==> src/rtl/klex_pkg.sv <==
//------------------------------------------------------------------------------
// Keyword lexer package
// Shared widths, token kinds, keyword table, queue entry types and character
// classification functions.
//------------------------------------------------------------------------------
package klex_pkg;

	localparam int POSITION_BITS_DEF = 32;
	localparam int KEYWORD_CHARS_DEF = 6;

	localparam int CHAR_W      = 8;
	localparam int KIND_W      = 6;
	localparam int START_W     = 32;
	localparam int LENGTH_W    = 16;
	localparam int TDATA_IN_W  = 8;
	localparam int TDATA_OUT_W = 56;
	localparam int QUEUE_DEPTH = 4;

	localparam logic [LENGTH_W-1:0] LENGTH_MAX = '1;

	localparam logic [KIND_W-1:0] KIND_INT     = 6'd0;
	localparam logic [KIND_W-1:0] KIND_IDENT   = 6'd1;
	localparam logic [KIND_W-1:0] KIND_KW_BASE = 6'd2;
	localparam logic [KIND_W-1:0] KIND_PLUS    = 6'd12;
	localparam logic [KIND_W-1:0] KIND_MINUS   = 6'd13;
	localparam logic [KIND_W-1:0] KIND_STAR    = 6'd14;
	localparam logic [KIND_W-1:0] KIND_SLASH   = 6'd15;
	localparam logic [KIND_W-1:0] KIND_EQ      = 6'd16;
	localparam logic [KIND_W-1:0] KIND_LPAREN  = 6'd17;
	localparam logic [KIND_W-1:0] KIND_RPAREN  = 6'd18;
	localparam logic [KIND_W-1:0] KIND_LBRACE  = 6'd19;
	localparam logic [KIND_W-1:0] KIND_RBRACE  = 6'd20;
	localparam logic [KIND_W-1:0] KIND_COMMA   = 6'd21;
	localparam logic [KIND_W-1:0] KIND_SEMI    = 6'd22;
	localparam logic [KIND_W-1:0] KIND_LT      = 6'd23;
	localparam logic [KIND_W-1:0] KIND_LE      = 6'd24;
	localparam logic [KIND_W-1:0] KIND_GT      = 6'd25;
	localparam logic [KIND_W-1:0] KIND_GE      = 6'd26;
	localparam logic [KIND_W-1:0] KIND_AMP     = 6'd27;
	localparam logic [KIND_W-1:0] KIND_ANDAND  = 6'd28;
	localparam logic [KIND_W-1:0] KIND_BAR     = 6'd29;
	localparam logic [KIND_W-1:0] KIND_OROR    = 6'd30;
	localparam logic [KIND_W-1:0] KIND_EOF     = 6'd31;
	localparam logic [KIND_W-1:0] KIND_ERROR   = 6'd32;

	localparam int KW_COUNT     = 10;
	localparam int KW_TEXT_BITS = 64;

	localparam logic [KW_TEXT_BITS-1:0] KW_TEXT [KW_COUNT] = '{
		"bool", "double", "else", "false", "if",
		"int", "print", "return", "true", "var"
	};
	localparam logic [3:0] KW_LEN [KW_COUNT] = '{
		4'd4, 4'd6, 4'd4, 4'd5, 4'd2, 4'd3, 4'd5, 4'd6, 4'd4, 4'd3
	};

	typedef enum logic [2:0] {
		PEND_NONE,
		PEND_INT,
		PEND_WORD,
		PEND_EQ,
		PEND_LT,
		PEND_GT,
		PEND_AMP,
		PEND_BAR
	} pend_t;

	typedef struct packed {
		logic [KIND_W-1:0]   kind;
		logic [START_W-1:0]  start;
		logic [LENGTH_W-1:0] length;
	} token_t;

	typedef struct packed {
		logic   pair;
		token_t tok_a;
		token_t tok_b;
	} entry_t;

	typedef struct packed {
		logic              hit;
		logic [KIND_W-1:0] kind;
	} op_t;

	function automatic logic is_space(input logic [CHAR_W-1:0] c);
		return (c == 8'd32) || (c >= 8'd9 && c <= 8'd13);
	endfunction

	function automatic logic is_digit(input logic [CHAR_W-1:0] c);
		return c >= "0" && c <= "9";
	endfunction

	function automatic logic is_alpha(input logic [CHAR_W-1:0] c);
		return (c >= "A" && c <= "Z") || (c >= "a" && c <= "z");
	endfunction

	function automatic op_t single_op(input logic [CHAR_W-1:0] c);
		op_t r;
		r.hit  = 1'b1;
		r.kind = KIND_ERROR;
		unique case (c)
			"+":     r.kind = KIND_PLUS;
			"-":     r.kind = KIND_MINUS;
			"*":     r.kind = KIND_STAR;
			"/":     r.kind = KIND_SLASH;
			"(":     r.kind = KIND_LPAREN;
			")":     r.kind = KIND_RPAREN;
			"{":     r.kind = KIND_LBRACE;
			"}":     r.kind = KIND_RBRACE;
			",":     r.kind = KIND_COMMA;
			";":     r.kind = KIND_SEMI;
			default: r.hit  = 1'b0;
		endcase
		return r;
	endfunction

endpackage

==> src/rtl/klex_front.sv <==
//------------------------------------------------------------------------------
// Keyword lexer front end
// Accepts characters, classifies them, keeps the pending token and pushes
// any tokens that a character completes, one or two, into the queue.
//------------------------------------------------------------------------------
module klex_front #(
	parameter int POSITION_BITS = klex_pkg::POSITION_BITS_DEF,
	parameter int KEYWORD_CHARS = klex_pkg::KEYWORD_CHARS_DEF
) (
	input  logic                                clk,
	input  logic                                arst_n,
	input  logic                                s_tvalid,
	output logic                                s_tready,
	input  logic [klex_pkg::TDATA_IN_W-1:0]     s_tdata,   // [7:0] char_byte
	input  logic [0:0]                          s_tuser,   // [0] end_of_text
	input  logic                                full,
	output logic                                push,
	output klex_pkg::entry_t                    push_entry
);

	localparam int START_W  = klex_pkg::START_W;
	localparam int LENGTH_W = klex_pkg::LENGTH_W;
	localparam int PREFIX_W = KEYWORD_CHARS * klex_pkg::CHAR_W;

	klex_pkg::pend_t           pend_q, pend_d;
	logic [POSITION_BITS-1:0]  pos_q, pos_d;
	logic [POSITION_BITS-1:0]  origin_q, origin_d;
	logic [LENGTH_W-1:0]       len_q, len_d;
	logic [PREFIX_W-1:0]       prefix_q, prefix_d;
	logic                      fin_q, fin_d;

	logic                          accept;
	logic [klex_pkg::CHAR_W-1:0]   c;
	logic                          eot;
	logic                          pair_hit;
	logic                          cont_hit;
	logic                          flush_hit;
	logic                          new_hit;
	logic [klex_pkg::KIND_W-1:0]   pair_kind;
	logic [klex_pkg::KIND_W-1:0]   word_kind;
	klex_pkg::token_t              tok_flush;
	klex_pkg::token_t              tok_new;
	klex_pkg::op_t                 op;

	assign s_tready = !full;
	assign accept   = s_tvalid && s_tready;
	assign c        = s_tdata[klex_pkg::CHAR_W-1:0];
	assign eot      = s_tuser[0];
	assign op       = klex_pkg::single_op(c);

	assign pair_hit = (c == "=" && (pend_q == klex_pkg::PEND_EQ || pend_q == klex_pkg::PEND_LT ||
			pend_q == klex_pkg::PEND_GT)) ||
		(c == "&" && pend_q == klex_pkg::PEND_AMP) ||
		(c == "|" && pend_q == klex_pkg::PEND_BAR);
	assign cont_hit = (pend_q == klex_pkg::PEND_INT && klex_pkg::is_digit(c)) ||
		(pend_q == klex_pkg::PEND_WORD && klex_pkg::is_alpha(c));

	always_comb begin
		word_kind = klex_pkg::KIND_IDENT;
		for (int i = 0; i < klex_pkg::KW_COUNT; i++) begin
			if (len_q == LENGTH_W'(klex_pkg::KW_LEN[i]) &&
					klex_pkg::KW_TEXT_BITS'(prefix_q) == klex_pkg::KW_TEXT[i]) begin
				word_kind = klex_pkg::KIND_KW_BASE + klex_pkg::KIND_W'(i);
			end
		end
	end

	always_comb begin
		tok_flush.start  = START_W'(origin_q);
		tok_flush.length = LENGTH_W'(1);
		tok_flush.kind   = klex_pkg::KIND_ERROR;
		pair_kind        = klex_pkg::KIND_OROR;
		unique case (pend_q)
			klex_pkg::PEND_INT: begin
				tok_flush.kind   = klex_pkg::KIND_INT;
				tok_flush.length = len_q;
			end
			klex_pkg::PEND_WORD: begin
				tok_flush.kind   = word_kind;
				tok_flush.length = len_q;
			end
			klex_pkg::PEND_EQ: begin
				tok_flush.kind = klex_pkg::KIND_EQ;
				pair_kind      = klex_pkg::KIND_EQ;
			end
			klex_pkg::PEND_LT: begin
				tok_flush.kind = klex_pkg::KIND_LT;
				pair_kind      = klex_pkg::KIND_LE;
			end
			klex_pkg::PEND_GT: begin
				tok_flush.kind = klex_pkg::KIND_GT;
				pair_kind      = klex_pkg::KIND_GE;
			end
			klex_pkg::PEND_AMP: begin
				tok_flush.kind = klex_pkg::KIND_AMP;
				pair_kind      = klex_pkg::KIND_ANDAND;
			end
			klex_pkg::PEND_BAR: begin
				tok_flush.kind = klex_pkg::KIND_BAR;
				pair_kind      = klex_pkg::KIND_OROR;
			end
			default: begin
				tok_flush.kind = klex_pkg::KIND_ERROR;
			end
		endcase
	end

	always_comb begin
		pend_d    = pend_q;
		pos_d     = pos_q;
		origin_d  = origin_q;
		len_d     = len_q;
		prefix_d  = prefix_q;
		fin_d     = fin_q;
		flush_hit = 1'b0;
		new_hit   = 1'b0;
		tok_new.kind   = klex_pkg::KIND_ERROR;
		tok_new.start  = START_W'(pos_q);
		tok_new.length = LENGTH_W'(1);
		if (accept && !fin_q) begin
			if (eot) begin
				flush_hit      = pend_q != klex_pkg::PEND_NONE;
				new_hit        = 1'b1;
				tok_new.kind   = klex_pkg::KIND_EOF;
				tok_new.length = '0;
				pend_d         = klex_pkg::PEND_NONE;
				fin_d          = 1'b1;
			end else if (pair_hit) begin
				new_hit        = 1'b1;
				tok_new.kind   = pair_kind;
				tok_new.start  = START_W'(origin_q);
				tok_new.length = LENGTH_W'(2);
				pend_d         = klex_pkg::PEND_NONE;
				pos_d          = pos_q + POSITION_BITS'(1);
			end else if (cont_hit) begin
				if (pend_q == klex_pkg::PEND_WORD && len_q < LENGTH_W'(KEYWORD_CHARS)) begin
					prefix_d = {prefix_q[PREFIX_W-klex_pkg::CHAR_W-1:0], c};
				end
				if (len_q != klex_pkg::LENGTH_MAX) begin
					len_d = len_q + LENGTH_W'(1);
				end
				pos_d = pos_q + POSITION_BITS'(1);
			end else begin
				flush_hit = pend_q != klex_pkg::PEND_NONE;
				pend_d    = klex_pkg::PEND_NONE;
				pos_d     = pos_q + POSITION_BITS'(1);
				if (klex_pkg::is_space(c)) begin
					new_hit = 1'b0;
				end else if (klex_pkg::is_digit(c) || klex_pkg::is_alpha(c)) begin
					pend_d   = klex_pkg::is_digit(c) ? klex_pkg::PEND_INT : klex_pkg::PEND_WORD;
					origin_d = pos_q;
					len_d    = LENGTH_W'(1);
					prefix_d = PREFIX_W'(c);
				end else if (op.hit) begin
					new_hit      = 1'b1;
					tok_new.kind = op.kind;
				end else if (c == "=" || c == "<" || c == ">" || c == "&" || c == "|") begin
					origin_d = pos_q;
					unique case (c)
						"=":     pend_d = klex_pkg::PEND_EQ;
						"<":     pend_d = klex_pkg::PEND_LT;
						">":     pend_d = klex_pkg::PEND_GT;
						"&":     pend_d = klex_pkg::PEND_AMP;
						default: pend_d = klex_pkg::PEND_BAR;
					endcase
				end else if (c == '0) begin
					new_hit        = 1'b1;
					tok_new.kind   = klex_pkg::KIND_EOF;
					tok_new.length = '0;
					fin_d          = 1'b1;
				end else begin
					new_hit      = 1'b1;
					tok_new.kind = klex_pkg::KIND_ERROR;
					fin_d        = 1'b1;
				end
			end
		end
	end

	assign push             = flush_hit || new_hit;
	assign push_entry.pair  = flush_hit && new_hit;
	assign push_entry.tok_a = flush_hit ? tok_flush : tok_new;
	assign push_entry.tok_b = tok_new;

	always_ff @(posedge clk or negedge arst_n) begin
		if (!arst_n) begin
			pend_q   <= klex_pkg::PEND_NONE;
			pos_q    <= '0;
			origin_q <= '0;
			len_q    <= '0;
			prefix_q <= '0;
			fin_q    <= 1'b0;
		end else begin
			pend_q   <= pend_d;
			pos_q    <= pos_d;
			origin_q <= origin_d;
			len_q    <= len_d;
			prefix_q <= prefix_d;
			fin_q    <= fin_d;
		end
	end

`ifndef ASSERT_OFF
	a_no_push_when_finished: assert property (@(posedge clk) disable iff (!arst_n)
		fin_q |-> !push) else $error("token pushed after end of text or error");
	a_no_push_when_full: assert property (@(posedge clk) disable iff (!arst_n)
		push |-> !full) else $error("token pushed into a full queue");
	a_eot_finishes: assert property (@(posedge clk) disable iff (!arst_n)
		(accept && !fin_q && eot) |=> fin_q) else $error("end flag did not stop the lexer");
`endif

endmodule

==> src/rtl/klex_queue.sv <==
//------------------------------------------------------------------------------
// Keyword lexer token queue
// Short first-in first-out buffer of token entries between front and back.
//------------------------------------------------------------------------------
module klex_queue (
	input  logic             clk,
	input  logic             arst_n,
	input  logic             push,
	input  klex_pkg::entry_t push_entry,
	output logic             full,
	input  logic             pop,
	output klex_pkg::entry_t head,
	output logic             empty
);

	localparam int DEPTH = klex_pkg::QUEUE_DEPTH;
	localparam int PTR_W = $clog2(DEPTH);
	localparam int CNT_W = $clog2(DEPTH + 1);

	klex_pkg::entry_t  mem_q [DEPTH];
	logic [PTR_W-1:0]  wr_q;
	logic [PTR_W-1:0]  rd_q;
	logic [CNT_W-1:0]  count_q;

	assign full  = count_q == CNT_W'(DEPTH);
	assign empty = count_q == '0;
	assign head  = mem_q[rd_q];

	always_ff @(posedge clk) begin
		if (push) begin
			mem_q[wr_q] <= push_entry;
		end
	end

	always_ff @(posedge clk or negedge arst_n) begin
		if (!arst_n) begin
			wr_q    <= '0;
			rd_q    <= '0;
			count_q <= '0;
		end else begin
			if (push) begin
				wr_q <= wr_q + PTR_W'(1);
			end
			if (pop) begin
				rd_q <= rd_q + PTR_W'(1);
			end
			if (push && !pop) begin
				count_q <= count_q + CNT_W'(1);
			end else if (pop && !push) begin
				count_q <= count_q - CNT_W'(1);
			end
		end
	end

endmodule

==> src/rtl/klex_back.sv <==
//------------------------------------------------------------------------------
// Keyword lexer back end
// Takes queue entries and sends their tokens one per transaction through an
// output register.
//------------------------------------------------------------------------------
module klex_back (
	input  logic                                 clk,
	input  logic                                 arst_n,
	input  klex_pkg::entry_t                     head,
	input  logic                                 empty,
	output logic                                 pop,
	output logic                                 m_tvalid,
	input  logic                                 m_tready,
	output logic [klex_pkg::TDATA_OUT_W-1:0]     m_tdata,   // token_kind, token_start, token_length
	output logic                                 m_tlast
);

	localparam int PAD_W = klex_pkg::TDATA_OUT_W - klex_pkg::KIND_W - klex_pkg::START_W -
		klex_pkg::LENGTH_W;

	logic             valid_q;
	logic             sel_q;
	logic             last_q;
	klex_pkg::token_t tok_q;
	klex_pkg::token_t tok;
	logic             load;
	logic             last;

	assign load = !empty && (!valid_q || m_tready);
	assign tok  = sel_q ? head.tok_b : head.tok_a;
	assign last = sel_q || !head.pair;
	assign pop  = load && last;

	always_ff @(posedge clk or negedge arst_n) begin
		if (!arst_n) begin
			valid_q <= 1'b0;
			sel_q   <= 1'b0;
		end else begin
			if (load) begin
				valid_q <= 1'b1;
				sel_q   <= !last;
			end else if (m_tready) begin
				valid_q <= 1'b0;
			end
		end
	end

	always_ff @(posedge clk) begin
		if (load) begin
			tok_q  <= tok;
			last_q <= last;
		end
	end

	assign m_tvalid = valid_q;
	assign m_tlast  = last_q;
	assign m_tdata  = {{PAD_W{1'b0}}, tok_q.length, tok_q.start, tok_q.kind};

endmodule

==> src/rtl/keyword_lexer.sv <==
//------------------------------------------------------------------------------
// Keyword lexer
// Streaming maximal-munch lexer: characters in, tokens of kind, start and
// length out, with a token queue between the classifying front end and the
// output back end.
//------------------------------------------------------------------------------
// Path: a token that an accepted character completes is written into the queue and
// from there loaded into the output register, which drives the output.
// Throughput: one character per cycle while the queue is not full; a character that
// completes two tokens sends them as separate output transfers, and the four-entry queue absorbs such bursts.
// Reset: asynchronous, active low; clears the lexer state, queue and output.
module keyword_lexer #(
	parameter int POSITION_BITS = klex_pkg::POSITION_BITS_DEF,
	parameter int KEYWORD_CHARS = klex_pkg::KEYWORD_CHARS_DEF
) (
	input  logic                                 clk,
	input  logic                                 arst_n,
	input  logic                                 s_tvalid,
	output logic                                 s_tready,
	input  logic [klex_pkg::TDATA_IN_W-1:0]      s_tdata,   // [7:0] char_byte
	input  logic [0:0]                           s_tuser,   // [0] end_of_text
	output logic                                 m_tvalid,
	input  logic                                 m_tready,
	output logic [klex_pkg::TDATA_OUT_W-1:0]     m_tdata,   // [5:0] kind, [37:6] start, [53:38] length
	output logic                                 m_tlast    // last_of_run
);

	logic             full;
	logic             push;
	logic             pop;
	logic             empty;
	klex_pkg::entry_t push_entry;
	klex_pkg::entry_t head;

	klex_front #(
		.POSITION_BITS (POSITION_BITS),
		.KEYWORD_CHARS (KEYWORD_CHARS)
	) u_front (
		.clk        (clk),
		.arst_n     (arst_n),
		.s_tvalid   (s_tvalid),
		.s_tready   (s_tready),
		.s_tdata    (s_tdata),
		.s_tuser    (s_tuser),
		.full       (full),
		.push       (push),
		.push_entry (push_entry)
	);

	klex_queue u_queue (
		.clk        (clk),
		.arst_n     (arst_n),
		.push       (push),
		.push_entry (push_entry),
		.full       (full),
		.pop        (pop),
		.head       (head),
		.empty      (empty)
	);

	klex_back u_back (
		.clk      (clk),
		.arst_n   (arst_n),
		.head     (head),
		.empty    (empty),
		.pop      (pop),
		.m_tvalid (m_tvalid),
		.m_tready (m_tready),
		.m_tdata  (m_tdata),
		.m_tlast  (m_tlast)
	);

endmodule
==> config.mk <==
export PLATFORM = sky130hd
export DESIGN_NAME = keyword_lexer
export DESIGN_NICKNAME = d
export VERILOG_FILES = /design/src/rtl/klex_pkg.sv /design/src/rtl/klex_front.sv /design/src/rtl/klex_queue.sv /design/src/rtl/klex_back.sv /design/src/rtl/keyword_lexer.sv
export SDC_FILE = /design/constraint.sdc
export NUM_CORES = 1
export LEC_CHECK = 0
export ABC_AREA = 1
export BUFFER_PORTS_ARGS = -buffer_cell sky130_fd_sc_hd__buf_2
export CORE_MARGIN = 2
export CORE_UTILIZATION = 67
export DETAILED_ROUTE_END_ITERATION = 8
export PLACE_DENSITY_LB_ADDON = 0.08
export SYNTH_ARGS = -nofsm -noshare
export SYNTH_HDL_FRONTEND = slang
export SYNTH_SLANG_ARGS = --single-unit
==> constraint.sdc <==
create_clock -name clk -period 9.45 [get_ports clk]
set_input_delay 1.4175 -clock clk [delete_from_list [all_inputs] [get_ports clk]]
set_output_delay 1.4175 -clock clk [all_outputs]
set_load 0.02 [all_outputs]
==> results_dict.tcl <==
set metrics [dict create \
    clk_transition_reported_paths_ns 0.06 \
    setup_viol 0 \
    core_area_um2 38600 \
    cp_data_required_time_ns 9.68 \
    crit_type "in2reg" \
    fin_crit_ns 4.18 \
    cellLeakagePower_nw 9.80 \
    fp.dieH_um 201 \
    power_density_nw_per_um2 228 \
    min_to "u_front.origin_q[24]" \
    cts_setup_buffers 0 \
    fin_util 0.737 \
    yosysTopAreaCellShare 0.500 \
    whs_ns 0.483 \
    placementRows 72 \
    yosysSeqAreaShare 0.635 \
    grt_antenna_before_repair 0 \
    ys.warnings.count 0 \
    clock_power_share 0.321 \
    postSynthCellCount 2587 \
    areaGrowthSynthToFinish_pct 8.78 \
    worst_slack_ns 5.27 \
    gp_congestion 0.926 \
    end_kind "register" \
    fin_crit_sh 0.442 \
    hold_buffers 0 \
    irDropWorstVdd_mv 0.209 \
    rr_startpoint "u_queue.rd_q[0]" \
    synth_area_leader_cell "edfxtp_1" \
    reg2reg_slack_ns 6.04 \
    hp-class "reg2reg" \
    switching_share 0.311 \
    async_reset_ff_frac 0.245 \
    critPathBufInv 3 \
    io_buffers 69 \
    ys_ff_latch 576 \
    syn_avg_cell_area_um2 10.1 \
    hold_start "u_front.origin_q[24]" \
    n_fill_cell 2696 \
    worstMarginPinSlew_ns 1.09 \
    drv_slew 0 \
    h-tree-depth 2 \
    synth_top_cells_by_area "edfxtp_1 (50%), dfrtp_1 (14%), nor2_1 (7.7%), nand2_1 (6.0%), o21ai_0 (4.4%)" \
    diodes 0 \
    finClkSkew_ns 0.0135 \
    critPathArrivalTime_ns 4.41 \
    crit_path_max_incr_delay_ns 0.75 \
    outcome "completed" \
    syn_area_um2 26100 \
    grt_pass1_vias 18193 \
    wire_per_inst_um 18.1 \
    cts_buffers 54 \
    drive_gt1_frac 0.114 \
    path_max_fanout 39 \
    sequentialPowerShare 0.466 \
    internal_power_mw 4.47 \
    grt_max_degree 95 \
    drc 0 \
    p_sw_mw 2.02 \
    die_area_um2 40600 \
    cts_resized 0 \
    max_freq_mhz 239 \
    worstReg2RegEnd "u_queue.count_q[2]" \
    cts_root_buf "clkbuf_16" \
    die_x_um 201 \
    ys.flop_type "edfxtp_1" \
    grt_pass1_wl_um 93700 \
    firstDrtPassIters 5 \
    initial_utilization 0.677 \
    drt_iter0_markers 1508 \
    synth-edff-count 435 \
    dp_hpwl_um 35200 \
    max-cap-violations 0 \
    pwr-share-comb 0.213 \
    ys_types 44 \
    viasPerCell 5.78 \
    ant_nets 0 \
    finalHoldViolations 0 \
    nets 2636 \
    worst_path_max_delay_cell "nor2_4" \
    crit_path_frequent_cell "nand2_1" \
    rsz0062_at_grt "false" \
    reg2reg_depth 11 \
    grt_overflow 0 \
    min_path_cells 2 \
    ios 72 \
    tritoncts "done" \
    critPathLaunchType "input pin" \
    cpLargestDelayFamily "simple AND/OR/NAND/NOR gates" \
    clk_latency_ns 0.60 \
    cts_max_path_buffers 3 \
    setup_tns_ns 0 \
    drt-total-wl_um 57300 \
    cts_sinks 576 \
    num_vias 18347 \
    slew_headroom 0.272 \
    pre_cts_ws_ns 4.65 \
    grt_util_all_layers 0.291 \
    path_cells "buf_2, nor2_2, nand3_1, nand2_1, nand2_1, nand2_1, nand2_2, nor2_2, nand2_1, nand2_1, nand2_1, nand2_2, inv_2, nor2_4, buf_4" \
    finalPower_mw 6.48 \
]
==> layer usage <==
metal	GRT usage	vias up	wire length, µm
li1	-	8774	-
met1	0.414	8877	25600
met2	0.469	594	26700
met3	0.0462	102	3590
met4	0.0919	0	1460
met5	0	-	0
==> how the worst max path moves through the flow <==
stage / startpoint / to / slack, ns / depth (start not counted)
global route: s_tdata[1] / u_queue.mem_q[0][93] / 5.01 / 15
finish: s_tdata[1] / u_queue.mem_q[0][33] / 5.27 / 15
global placement: s_tdata[1] / u_queue.mem_q[0][93] / 4.72 / 15
floorplan: s_tdata[1] / u_queue.mem_q[0][0] / 2.42 / 13
detailed placement: s_tdata[1] / u_queue.mem_q[0][93] / 4.65 / 15
CTS: s_tdata[1] / u_queue.mem_q[0][93] / 5.27 / 15
==> metrics by stage <==
step           instance area [µm²]  cells
2_1_floorplan                26100   2588
3_3_place_gp                 26700   3074
3_5_place_dp                 26700   3074
4_1_cts                      28400   3174
5_1_grt                      28400   3174
6_report                     28400   3174
==> cells in the final DEF, fill, tap and decap left out, types with 47 or more instances in the layout <==
| master | synthesis | routed |
|---|---|---|
| inv_1 | 198 | 196 |
| clkbuf_16 | 0 | 54 |
| buf_2 | 19 | 68 |
| nand3_1 | 72 | 72 |
| nand2_1 | 419 | 418 |
| o21ai_0 | 229 | 229 |
| edfxtp_1 | 435 | 435 |
| o21ai_2 | 58 | 58 |
| dfrtp_1 | 141 | 139 |
| xor2_1 | 47 | 47 |
| o21ai_1 | 83 | 83 |
| nor2_1 | 533 | 529 |
==> cell type report <==
class | count | area, µm² | area share
multi-input combinational | 1680 | 8150 | 0.287
clock inverter | 29 | 218 | 0.00767
inverter | 209 | 787 | 0.0277
sequential | 576 | 16600 | 0.584
clock buffer | 71 | 1490 | 0.0523
tap | 518 | 648 | 0.0228
timing repair buffer | 91 | 517 | 0.0182
==> cell usage after synthesis (27+ instances only) <==
cell type	number
o21ai_0	229
nand3_1	72
clkbuf_1	72
xor2_1	47
dfrtp_1	141
nor2_1	533
a31oi_1	41
edfxtp_1	435
nor3_1	27
inv_1	198
o22ai_1	43
o21ai_2	58
nand2_1	419
o21ai_1	83
==> kinds of logic (layout without fill, tap and decap cells) <==
family,Yosys count,count (layout),share of synthesized area
buffers and inverters,332,400,0.0547
AO/OA/AOI/OAI,485,485,0.106
XOR/XNOR,48,48,0.0161
flip-flops,576,576,0.635
AND/OR/NAND/NOR,1134,1134,0.182
other,1,2,0.000144
adder cells (fa/ha/maj),11,11,0.00556
==> state kept, by name, summed over array words and instances, names as in the netlist, 2 cells and up <==
signal            count
u_back.m_tdata       54
u_front.len_q        16
u_front.origin_q     32
u_front.pend_q        3
u_front.pos_q        32
u_front.prefix_q     48
u_queue.count_q       3
u_queue.mem_q       380
u_queue.rd_q          2
u_queue.wr_q          2
==> tightest hold or removal path: stages, from the launching register on <==
cell,delay [ns]
dfrtp_1,0.34
nand2_1,0.06
o21ai_2,0.05
==> power by group through the flow <==
| stage | Combinational, mW | Sequential (mW) | Clock [mW] |
|---|---|---|---|
| 6_report | 1.38 | 3.02 | 2.08 |
| 5_1_grt | 1.53 | 3.04 | 2.21 |
| 4_1_cts | 1.39 | 3.02 | 2.11 |
| 3_5_place_dp | 1.37 | 3.07 | 0 |
| 3_3_place_gp | 1.34 | 3.07 | 0 |
| 2_1_floorplan | 0.825 | 3.17 | 0 |
No activity file was read; power rests on OpenSTA's default activity.
